File: config.mk
export PLATFORM = sky130hd
export DESIGN_NAME = ism_ctrl
export DESIGN_NICKNAME = d
export VERILOG_FILES = /design/src/sv/ism_pkg.sv /design/src/sv/ism_ctrl.sv
export SDC_FILE = /design/constraint.sdc
export NUM_CORES = 1
export LEC_CHECK = 0
export BUFFER_PORTS_ARGS = -buffer_cell sky130_fd_sc_hd__buf_2
export CAP_MARGIN = 20
export CORE_AREA = 2 2 47 49
export CTS_CLUSTER_DIAMETER = 50
export CTS_CLUSTER_SIZE = 8
export DETAILED_ROUTE_END_ITERATION = 16
export DIE_AREA = 0 0 49 51
export PLACE_DENSITY = 0.81
export SETUP_SLACK_MARGIN = 0.5
export SYNTH_ARGS = -nofsm -noshare
export SYNTH_HDL_FRONTEND = slang
export SYNTH_SLANG_ARGS = --single-unit
export TNS_END_PERCENT = 20
File: constraint.sdc
create_clock -name clk -period 1.8 [get_ports clk]
set_input_delay 0.09 -clock clk [delete_from_list [all_inputs] [get_ports clk]]
set_output_delay 0.09 -clock clk [all_outputs]
set_load 0.03 [all_outputs]
File: src/sv/ism_pkg.sv
// ism_pkg: types, constants and opcode codes for the integer stack machine
// no dependencies
`default_nettype none
package ism_pkg;
    localparam int STACK_DEPTH = 128;
    localparam int FILL_W      = $clog2(STACK_DEPTH + 1);
    localparam int ADDR_W      = $clog2(STACK_DEPTH);
    localparam int DEPTH_W     = 8;

    localparam logic [4:0] OP_PUSH = 5'd0;
    localparam logic [4:0] OP_ADD  = 5'd1;
    localparam logic [4:0] OP_SUB  = 5'd2;
    localparam logic [4:0] OP_MUL  = 5'd3;
    localparam logic [4:0] OP_DIV  = 5'd4;
    localparam logic [4:0] OP_MOD  = 5'd5;
    localparam logic [4:0] OP_POW  = 5'd6;
    localparam logic [4:0] OP_EQ   = 5'd7;
    localparam logic [4:0] OP_NE   = 5'd8;
    localparam logic [4:0] OP_LT   = 5'd9;
    localparam logic [4:0] OP_GT   = 5'd10;
    localparam logic [4:0] OP_LE   = 5'd11;
    localparam logic [4:0] OP_GE   = 5'd12;
    localparam logic [4:0] OP_AND  = 5'd13;
    localparam logic [4:0] OP_OR   = 5'd14;
    localparam logic [4:0] OP_NOT  = 5'd15;
    localparam logic [4:0] OP_NEG  = 5'd16;
    localparam logic [4:0] OP_HALT = 5'd17;

    localparam logic [2:0] ST_OK      = 3'd0;
    localparam logic [2:0] ST_OVER    = 3'd1;
    localparam logic [2:0] ST_UNDER   = 3'd2;
    localparam logic [2:0] ST_INVALID = 3'd3;
    localparam logic [2:0] ST_IGNORED = 3'd4;

    localparam logic [1:0] MM_RUN  = 2'd0;
    localparam logic [1:0] MM_HALT = 2'd1;
    localparam logic [1:0] MM_ERR  = 2'd2;

    localparam logic [31:0] MAX_MAG = 32'h7FFF_FFFF;

    // controller to datapath
    typedef struct packed {
        logic load_in;     // capture input word
        logic pop;         // decrement fill
        logic push;        // write result at fill, increment fill
        logic cap_r;       // latch read data into right operand
        logic cap_l;       // latch read data into left operand
        logic alu_go;      // start iterative / simple op
        logic cap_top;     // latch top read data
        logic set_mode;
        logic [1:0] mode_val;
    } ism_cmd_t;

    // datapath to controller
    typedef struct packed {
        logic [4:0] op;
        logic       restart;
        logic       empty;
        logic       full;
        logic       alu_done;
        logic       alu_bad;
        logic [1:0] mode;
    } ism_stat_t;
endpackage
`default_nettype wire

File: src/sv/ism_ctrl.sv
// ism_ctrl: sequencer for one instruction word, handshake and status
// depends on ism_pkg
`default_nettype none
module ism_ctrl (
    input  wire logic              clk,
    input  wire logic              rst_n,
    input  wire logic              in_valid,
    output logic                   in_ready,
    output logic                   out_valid,
    input  wire logic              out_ready,
    output logic [2:0]             status,
    input  wire ism_pkg::ism_stat_t stat,
    output ism_pkg::ism_cmd_t      cmd
);
    typedef enum logic [3:0] {
        S_IDLE, S_DEC, S_POPR, S_CAPR, S_POPL, S_CAPL, S_EXEC, S_WAIT,
        S_PUSH, S_TOPRD, S_TOPCAP, S_OUT
    } state_t;
    state_t state_reg, state_next;
    logic [2:0] st_reg, st_next;
    logic       unary_reg, unary_next;

    assign in_ready  = (state_reg == S_IDLE);
    assign out_valid = (state_reg == S_OUT);
    assign status    = st_reg;

    // next-state and command decode
    always_comb
    begin
        state_next = state_reg;
        st_next    = st_reg;
        unary_next = unary_reg;
        cmd        = '0;
        case (state_reg)
            S_IDLE:
            begin
                if (in_valid)
                begin
                    cmd.load_in = 1'b1;
                    state_next  = S_DEC;
                end
            end
            S_DEC:
            begin
                st_next    = ism_pkg::ST_OK;
                unary_next = 1'b0;
                if (stat.restart || stat.mode == ism_pkg::MM_RUN)
                begin
                    if (stat.restart)
                    begin
                        cmd.set_mode = 1'b1;
                        cmd.mode_val = ism_pkg::MM_RUN;
                    end
                    case (stat.op) inside
                        ism_pkg::OP_PUSH:
                        begin
                            if (stat.full)
                            begin
                                st_next    = ism_pkg::ST_OVER;
                                state_next = S_TOPRD;
                            end
                            else
                            begin
                                state_next = S_PUSH;
                            end
                        end
                        ism_pkg::OP_HALT:
                        begin
                            cmd.set_mode = 1'b1;
                            cmd.mode_val = ism_pkg::MM_HALT;
                            state_next   = S_TOPRD;
                        end
                        ism_pkg::OP_NOT, ism_pkg::OP_NEG:
                        begin
                            unary_next = 1'b1;
                            state_next = S_POPR;
                        end
                        [ism_pkg::OP_ADD:ism_pkg::OP_OR]:
                        begin
                            state_next = S_POPR;
                        end
                        default:
                        begin
                            st_next    = ism_pkg::ST_INVALID;
                            state_next = S_TOPRD;
                        end
                    endcase
                end
                else
                begin
                    st_next    = ism_pkg::ST_IGNORED;
                    state_next = S_TOPRD;
                end
            end
            S_POPR:
            begin
                // unary operand goes to the left register
                if (stat.empty)
                begin
                    st_next    = ism_pkg::ST_UNDER;
                    state_next = S_TOPRD;
                end
                else
                begin
                    cmd.pop    = 1'b1;
                    state_next = S_CAPR;
                end
            end
            S_CAPR:
            begin
                if (unary_reg)
                begin
                    cmd.cap_l  = 1'b1;
                    state_next = S_EXEC;
                end
                else
                begin
                    cmd.cap_r  = 1'b1;
                    state_next = S_POPL;
                end
            end
            S_POPL:
            begin
                if (stat.empty)
                begin
                    st_next    = ism_pkg::ST_UNDER;
                    state_next = S_TOPRD;
                end
                else
                begin
                    cmd.pop    = 1'b1;
                    state_next = S_CAPL;
                end
            end
            S_CAPL:
            begin
                cmd.cap_l  = 1'b1;
                state_next = S_EXEC;
            end
            S_EXEC:
            begin
                cmd.alu_go = 1'b1;
                state_next = S_WAIT;
            end
            S_WAIT:
            begin
                if (stat.alu_done)
                begin
                    if (stat.alu_bad)
                    begin
                        st_next    = ism_pkg::ST_INVALID;
                        state_next = S_TOPRD;
                    end
                    else
                    begin
                        state_next = S_PUSH;
                    end
                end
            end
            S_PUSH:
            begin
                cmd.push   = 1'b1;
                state_next = S_TOPRD;
            end
            S_TOPRD:
            begin
                // ram reads the new top during this cycle
                if (st_reg == ism_pkg::ST_OVER || st_reg == ism_pkg::ST_UNDER ||
                    st_reg == ism_pkg::ST_INVALID)
                begin
                    cmd.set_mode = 1'b1;
                    cmd.mode_val = ism_pkg::MM_ERR;
                end
                state_next = S_TOPCAP;
            end
            S_TOPCAP:
            begin
                cmd.cap_top = 1'b1;
                state_next  = S_OUT;
            end
            S_OUT:
            begin
                if (out_ready)
                begin
                    state_next = S_IDLE;
                end
            end
            default: state_next = S_IDLE;
        endcase
    end

    // state and registered status
    always_ff @(posedge clk or negedge rst_n)
    begin
        if (!rst_n)
        begin
            state_reg <= S_IDLE;
            st_reg    <= ism_pkg::ST_OK;
            unary_reg <= 1'b0;
        end
        else
        begin
            state_reg <= state_next;
            st_reg    <= st_next;
            unary_reg <= unary_next;
        end
    end
endmodule
`default_nettype wire
==> metrics, run 1 <==
routed wire length=about 2.6 mm; CTS Buf Count=3; worst path buffer plus inverter count=0; routed vias=around 1100; Area Overhead vs Synth=47.5%; Final setup viols=1; Final Util=60.6%; R2R Path Start=state_reg[0]; GRT Residual Overflow=0; syn_area_per_cell=~7.3 sq um; Die Y=51 microns; TritonRoute pass-1 iters=4; Min-Delay Startpoint=out_ready; hpwl dp=between 1.5 and 2 mm; Nets=around 170; hold crit path type=input port to flop; Seq cells post-synth=8; filler instances=slightly above 200; final worst slack=-4.90 ps; clk_lat worst skew=roughly 260 ps; syn nets=~130; H-Tree Depth=1; multi-input logic area=718 sq um; failing checks=setup timing; worst stage delay on the critical path=roughly 500 ps; first-pass GRT wire length=between 4 and 5 mm; final worst-path cycle share=100%; maximum capacitance violations=0; largest net degree at the start of global routing=22; GRT Util Overall=21.5%; Clock transition at path regs=roughly 50 ps; max_slew headroom=between 60% and 70%; drt initial violations=35; postcts setup bufs=0; share of cells above drive strength 1=between 40% and 50%; ys flop type=dfrtp_1; Root Driver=clkbuf_4; Synthesis Warnings=0; worst vdd ir=0.920 mV; vias in the first global route=around 930; Seq. cell area=just over 200 sq um; antenna-violating nets left=0; crit path DAT=slightly below 2000 ps; Pwr Density=~1800 nW/um^2; Synth top area share=a little under a quarter; Slew Limit Fails=0; CP Cell Sequence=or3b_1 > and3_4 > or4_4 > a22o_1; most frequent cell after synthesis=a21oi_1; ANT cells=0; crit path max-delay cell type=or4_4; Sink Count=8; critical path class=flop to flop; FMAX=around 550 MHz; crit path launch=state_reg[0]; unrepaired setup endpoints after global routing=true; Worst-Margin Slew=552 ps; Unique masters post-synth=between 40 and 50; Clock Skew=~2.4 ps; Finished Cell Area=around 1300 sq um; initial antenna violation count=0; routability cong.=0.880; core area=between 2000 and 2500 sq um; final hold vios=0; family with the most delay on the worst path=simple AND/OR/NAND/NOR gates; crit-path max FO=3; CTS tree=done; fraction of registers with async set/reset=100%; # port buffers=30; placed cell area=between 1000 and 1500 sq um; sequential share of the synthesized area=between 20% and 30%; P_leak=approximately 0.55 nW; Die Wd=49 microns; Die ar.=roughly 2500 sq um; leading cell types by count after synthesis=9 x a21oi_1, 8 x clkbuf_1, 8 x dfrtp_1; Max clock buf depth=2; Initial Utilization=between 40% and 50%; dominant cells by area after synthesis=dfrtp_1 24%, a21oi_1 5.3%, o21ai_0 4.1%, nor4_1 3.7%, or3_1 3.7%; routed wire length per instance=between 10 and 15 microns; row count=17; drt drc=0; number of flops mapped to enable cells by yosys=0; Mapped Cells=between 100 and 150; WP data required=slightly below 2000 ps; number of flip-flops in the largest register=4; critical path launch point type=flop; Ports=31; Syn Std Cell Area=~850 sq um; via/cell ratio=5.88; Synth area leader=dfrtp_1; crit path time final=roughly 1800 ps; CP endpoint kind=flop; status=finished, violations left
## layer usage
layer	up-vias	wire length [microns]	global-route usage, %	part of all wire [%]
li1	509	-	-	-
met5	-	0	0	0
met1	483	1070	27.1	42
met2	52	1280	39.3	50
met4	0	45	4.29	1.8
met3	8	170	3.22	6.6
## cells by family (layout without fill, tap and decap cells)
| family | Yosys count | after routing | share of synthesized area (%) |
|---|---|---|---|
| flops | 8 | 8 | 23.6 |
| compound gates | 41 | 41 | 33.2 |
| simple gates | 49 | 49 | 32.7 |
| xor+xnor | 3 | 3 | 3.10 |
| mux | 1 | 1 | 1.18 |
| buf+inv | 14 | 49 | 6.19 |
## tightest hold or removal path, delay by kind of cell
| kind | cells | cell delay (ps) |
|---|---|---|
| buffers and inverters | 1 | 90 |
| AOI/OAI and AO/OA | 1 | 100 |
| and+or+nand+nor | 1 | 100 |
## power breakdown
| group | internal [W] | switching [W] |
|---|---|---|
| Sequential | 0.000265 | 0.000113 |
| Clock | 0.0000765 | 0.0000645 |
| Combinational | 0.000704 | 0.000967 |
| Total | 0.00105 | 0.00114 |
## stage by stage
step           setup TNS [ps]  total power [W]  setup slack, ps  cells  hold slack, ps
6_report                -4.90          0.00219            -4.90    179             198
5_1_grt                  -153          0.00235            -65.2    179             204
4_1_cts                     0          0.00212             3.52    179             197
3_5_place_dp                0          0.00190             10.6    175           -57.3
3_3_place_gp                0          0.00187             34.5    175           -66.5
2_1_floorplan               0          0.00146             29.2    116            -206
## placed cells by master, fill, tap and decap left out, types with 2 or more instances in the layout
master | Yosys | layout
o21ai_0 | 7 | 6
o22ai_1 | 2 | 2
nor3_1 | 5 | 3
buf_4 | 0 | 10
or3_1 | 5 | 3
nand2_1 | 7 | 7
nor2_1 | 7 | 7
o211ai_1 | 2 | 2
nor4_4 | 0 | 3
nor2b_1 | 4 | 4
a22o_1 | 3 | 3
a211oi_1 | 2 | 2
a31oi_1 | 2 | 2
nand2b_4 | 0 | 2
or3_4 | 0 | 2
buf_6 | 0 | 2
clkbuf_4 | 0 | 6
buf_2 | 0 | 25
dfrtp_1 | 8 | 7
nand3_1 | 4 | 4
inv_1 | 5 | 4
a21oi_1 | 9 | 8
## cell type report
class	count	area share, %
inverters	5	1.50
flip-flops and latches	8	16.1
well taps	28	2.80
clock buffers	3	1.80
repair buffers	41	20.4
multi-input cells	94	57.4
## repair_timing
action	in CTS	in global routing
setup endpoints to repair	20	20
resized for setup	8	12
pin swaps	1	2
endpoints found under the hold margin	8	0
hold buffers	1	0
## final timing paths
check                                    end  cells past startpoint  slack (ps)
worst max-delay path               status[1]                      4          -5
worst min register to register     status[0]                      2         530
worst max register to register     status[1]                      4          -5
min in group asynchronous       state_reg[0]                      2         210
worst min-delay path            state_reg[3]                      3         200
max in group asynchronous       state_reg[1]                      2        1400
(Power assumes the default switching activity.)
==> run 2: changes to the inputs <==
Settings changed: CELL_PAD_IN_SITES_DETAIL_PLACEMENT set to 0, CELL_PAD_IN_SITES_GLOBAL_PLACEMENT set to 2, CORE_AREA 2 2 47 49 to 2 2 64 66, DIE_AREA 0 0 49 51 to 0 0 66 68, PLACE_DENSITY 0.81 to 0.79.
==> run 2 against run 1 <==
Net effect:
- the flow still finishes with violations (setup timing)
- critical path depth did not move
- fmax fell by 1.6%
- die area rose by 80%
- wire length rose by 28%
- via count rose by 9.2%
- first-iteration DRC count rose by 8.6%
- sequential share of layout area fell by 2.4 points
- setup slack got worse by 29 ps
- combinational power rose by 22%
- utilization fell by 22 points
- critical path type unchanged
==> metrics, run 2 (synthesis results as in run 1) <==
sw power=0.00126 W; # port buffers=30; drt drc=0; failing checks=setup timing; Sink Count=8; worst setup path endpoint=status[0]; max_slew headroom=approximately 70%; core area=slightly below 4000 sq um; TritonRoute pass-1 iters=4; CTS tree=done; metal3 WL=approximately 160 microns; Die ar.=~4500 sq um; routed wire length per instance=15.0 microns; hpwl dp=approximately 2.3 mm; Seq pwr share=between 10 and 15%; Max Used Layer=met4; number of flip-flops in the largest register=4; critical path launch point type=flop; CP endpoint kind=flop; crit path launch=state_reg[0]; Nets=about 190; first-pass GRT wire length=~5.4 mm; R2R depth=4; vias in the first global route=about 1100; worst stage delay on the critical path=500 ps; row count=23; Final setup viols=3; status=finished, violations left; commonest non-fill, non-tap cell in the layout=buf_4; FF-to-FF End=status[0]; R2R Path Start=state_reg[0]; DP Worst Slack=-5.38 ps; FMAX=between 500 and 600 MHz; routed wire length=about 3.3 mm; critical path class=flop to flop; share of cells above drive strength 1=between 40 and 50%; Die Y=approximately 70 microns; r2r setup slk=-30 ps; clock network power share=between 8 and 9%; placed cell area=roughly 1200 sq um; Pwr Density=1770 nW/um^2; Ports=31; final hold vios=0; routed vias=between 1000 and 1500; Area Overhead vs Synth=73.7%; worst vdd ir=around 0.52 mV; setup_tns=-73.4 ps; Metal-1 WL=~1.4 mm; crit-path max FO=3; CTS Buf Count=3; via/cell ratio=5.27; Int Pwr=around 0.0014 W; overall power consumption=about 0.0026 W; crit path time final=1830 ps; CP Cell Sequence=or3b_1 > and3_4 > or4_4 > o31ai_2; commonest non-fill, non-tap cells in the layout=26 x buf_4, 22 x buf_2, 8 x a21oi_1; unrepaired setup endpoints after global routing=true; filler instances=426; largest net degree at the start of global routing=14; final worst-path cycle share=102%; initial antenna violation count=0; ANT cells=0; Worst-Margin Slew=419 ps; maximum capacitance violations=0; routability cong.=a little under 0.8; drt initial violations=38; hold crit path type=input port to flop; worst hold margin=roughly 210 ps; Max clock buf depth=2; P_leak=0.649 nW; Root Driver=clkbuf_8; Initial Utilization=22.0%; Clock Skew=approximately 0.55 ps; combinational power share=between 70% and 80%; crit path max-delay cell type=or4_4; clk_lat worst skew=230 ps; WP data required=1940 ps; met2 wire len=between 1.5 and 2 mm; Finished Cell Area=1470 sq um; crit path DAT=a little under 2000 ps; Die Wd=~66 microns; Slew Limit Fails=0; Switching Share=48.1%; H-Tree Depth=1; final worst slack=-34.1 ps; GRT Residual Overflow=0; Min-Delay Path Depth=3; GRT Util Overall=around 16%; Clock transition at path regs=roughly 40 ps; antenna-violating nets left=0
run 2: critical path: cells and delay by family, from the launching register on:
kind | cells | cell delay [ps]
flip-flops | 1 | 390
AO/OA/AOI/OAI | 1 | 240
AND/OR/NAND/NOR | 3 | 1100
run 2: worst min-delay path by stage:
stage | start | endpoint | slack, ps
after floorplan | rst_n | state_reg[0] | -210
after detailed placement | rst_n | status[1] | -50
after global routing | out_ready | state_reg[3] | 250
after global placement | rst_n | status[1] | -60
after CTS | out_ready | state_reg[3] | 230
final | out_ready | state_reg[3] | 210
run 2: repair_timing:
item,4_1_cts,5_1_grt
pin swaps,3,6
resized for setup,12,19
endpoints found under the setup margin,20,20
hold endpoints to repair,8,0
hold buffers,1,0
buffers inserted,11,0
run 2: area by class of cell:
cell class / count / area (sq um) / area share [%]
inverter: 5 / 18.8 / 1.27
tap: 50 / 62.6 / 4.24
sequential: 8 / 201 / 13.7
multi-input combinational: 94 / 741 / 50.3
timing repair buffer: 58 / 409 / 27.8
clock buffer: 3 / 41.3 / 2.80
run 2: power groups by stage:
stage / sequential [W] / combinational [W] / clock, W
6_report: 0.000365 / 0.00203 / 0.000224
5_1_grt: 0.000378 / 0.00217 / 0.000243
4_1_cts: 0.000353 / 0.00188 / 0.000225
3_5_place_dp: 0.000355 / 0.00164 / 0
3_3_place_gp: 0.000356 / 0.00161 / 0
2_1_floorplan: 0.000412 / 0.00105 / 0
run 2: through the flow:
step | instances | utilization, %
6_report | 218 | 38.2
4_1_cts | 218 | 36.4
5_1_grt | 218 | 38.2
3_3_place_gp | 203 | 31.7
2_1_floorplan | 116 | -
3_5_place_dp | 203 | 31.7
run 2: metal layers:
metal | vias to the layer above | global-route usage [%]
met4 | 0 | 8.93
li1 | 544 | -
met1 | 550 | 19.6
met3 | 11 | 1.48
met5 | - | 0
met2 | 44 | 26.9
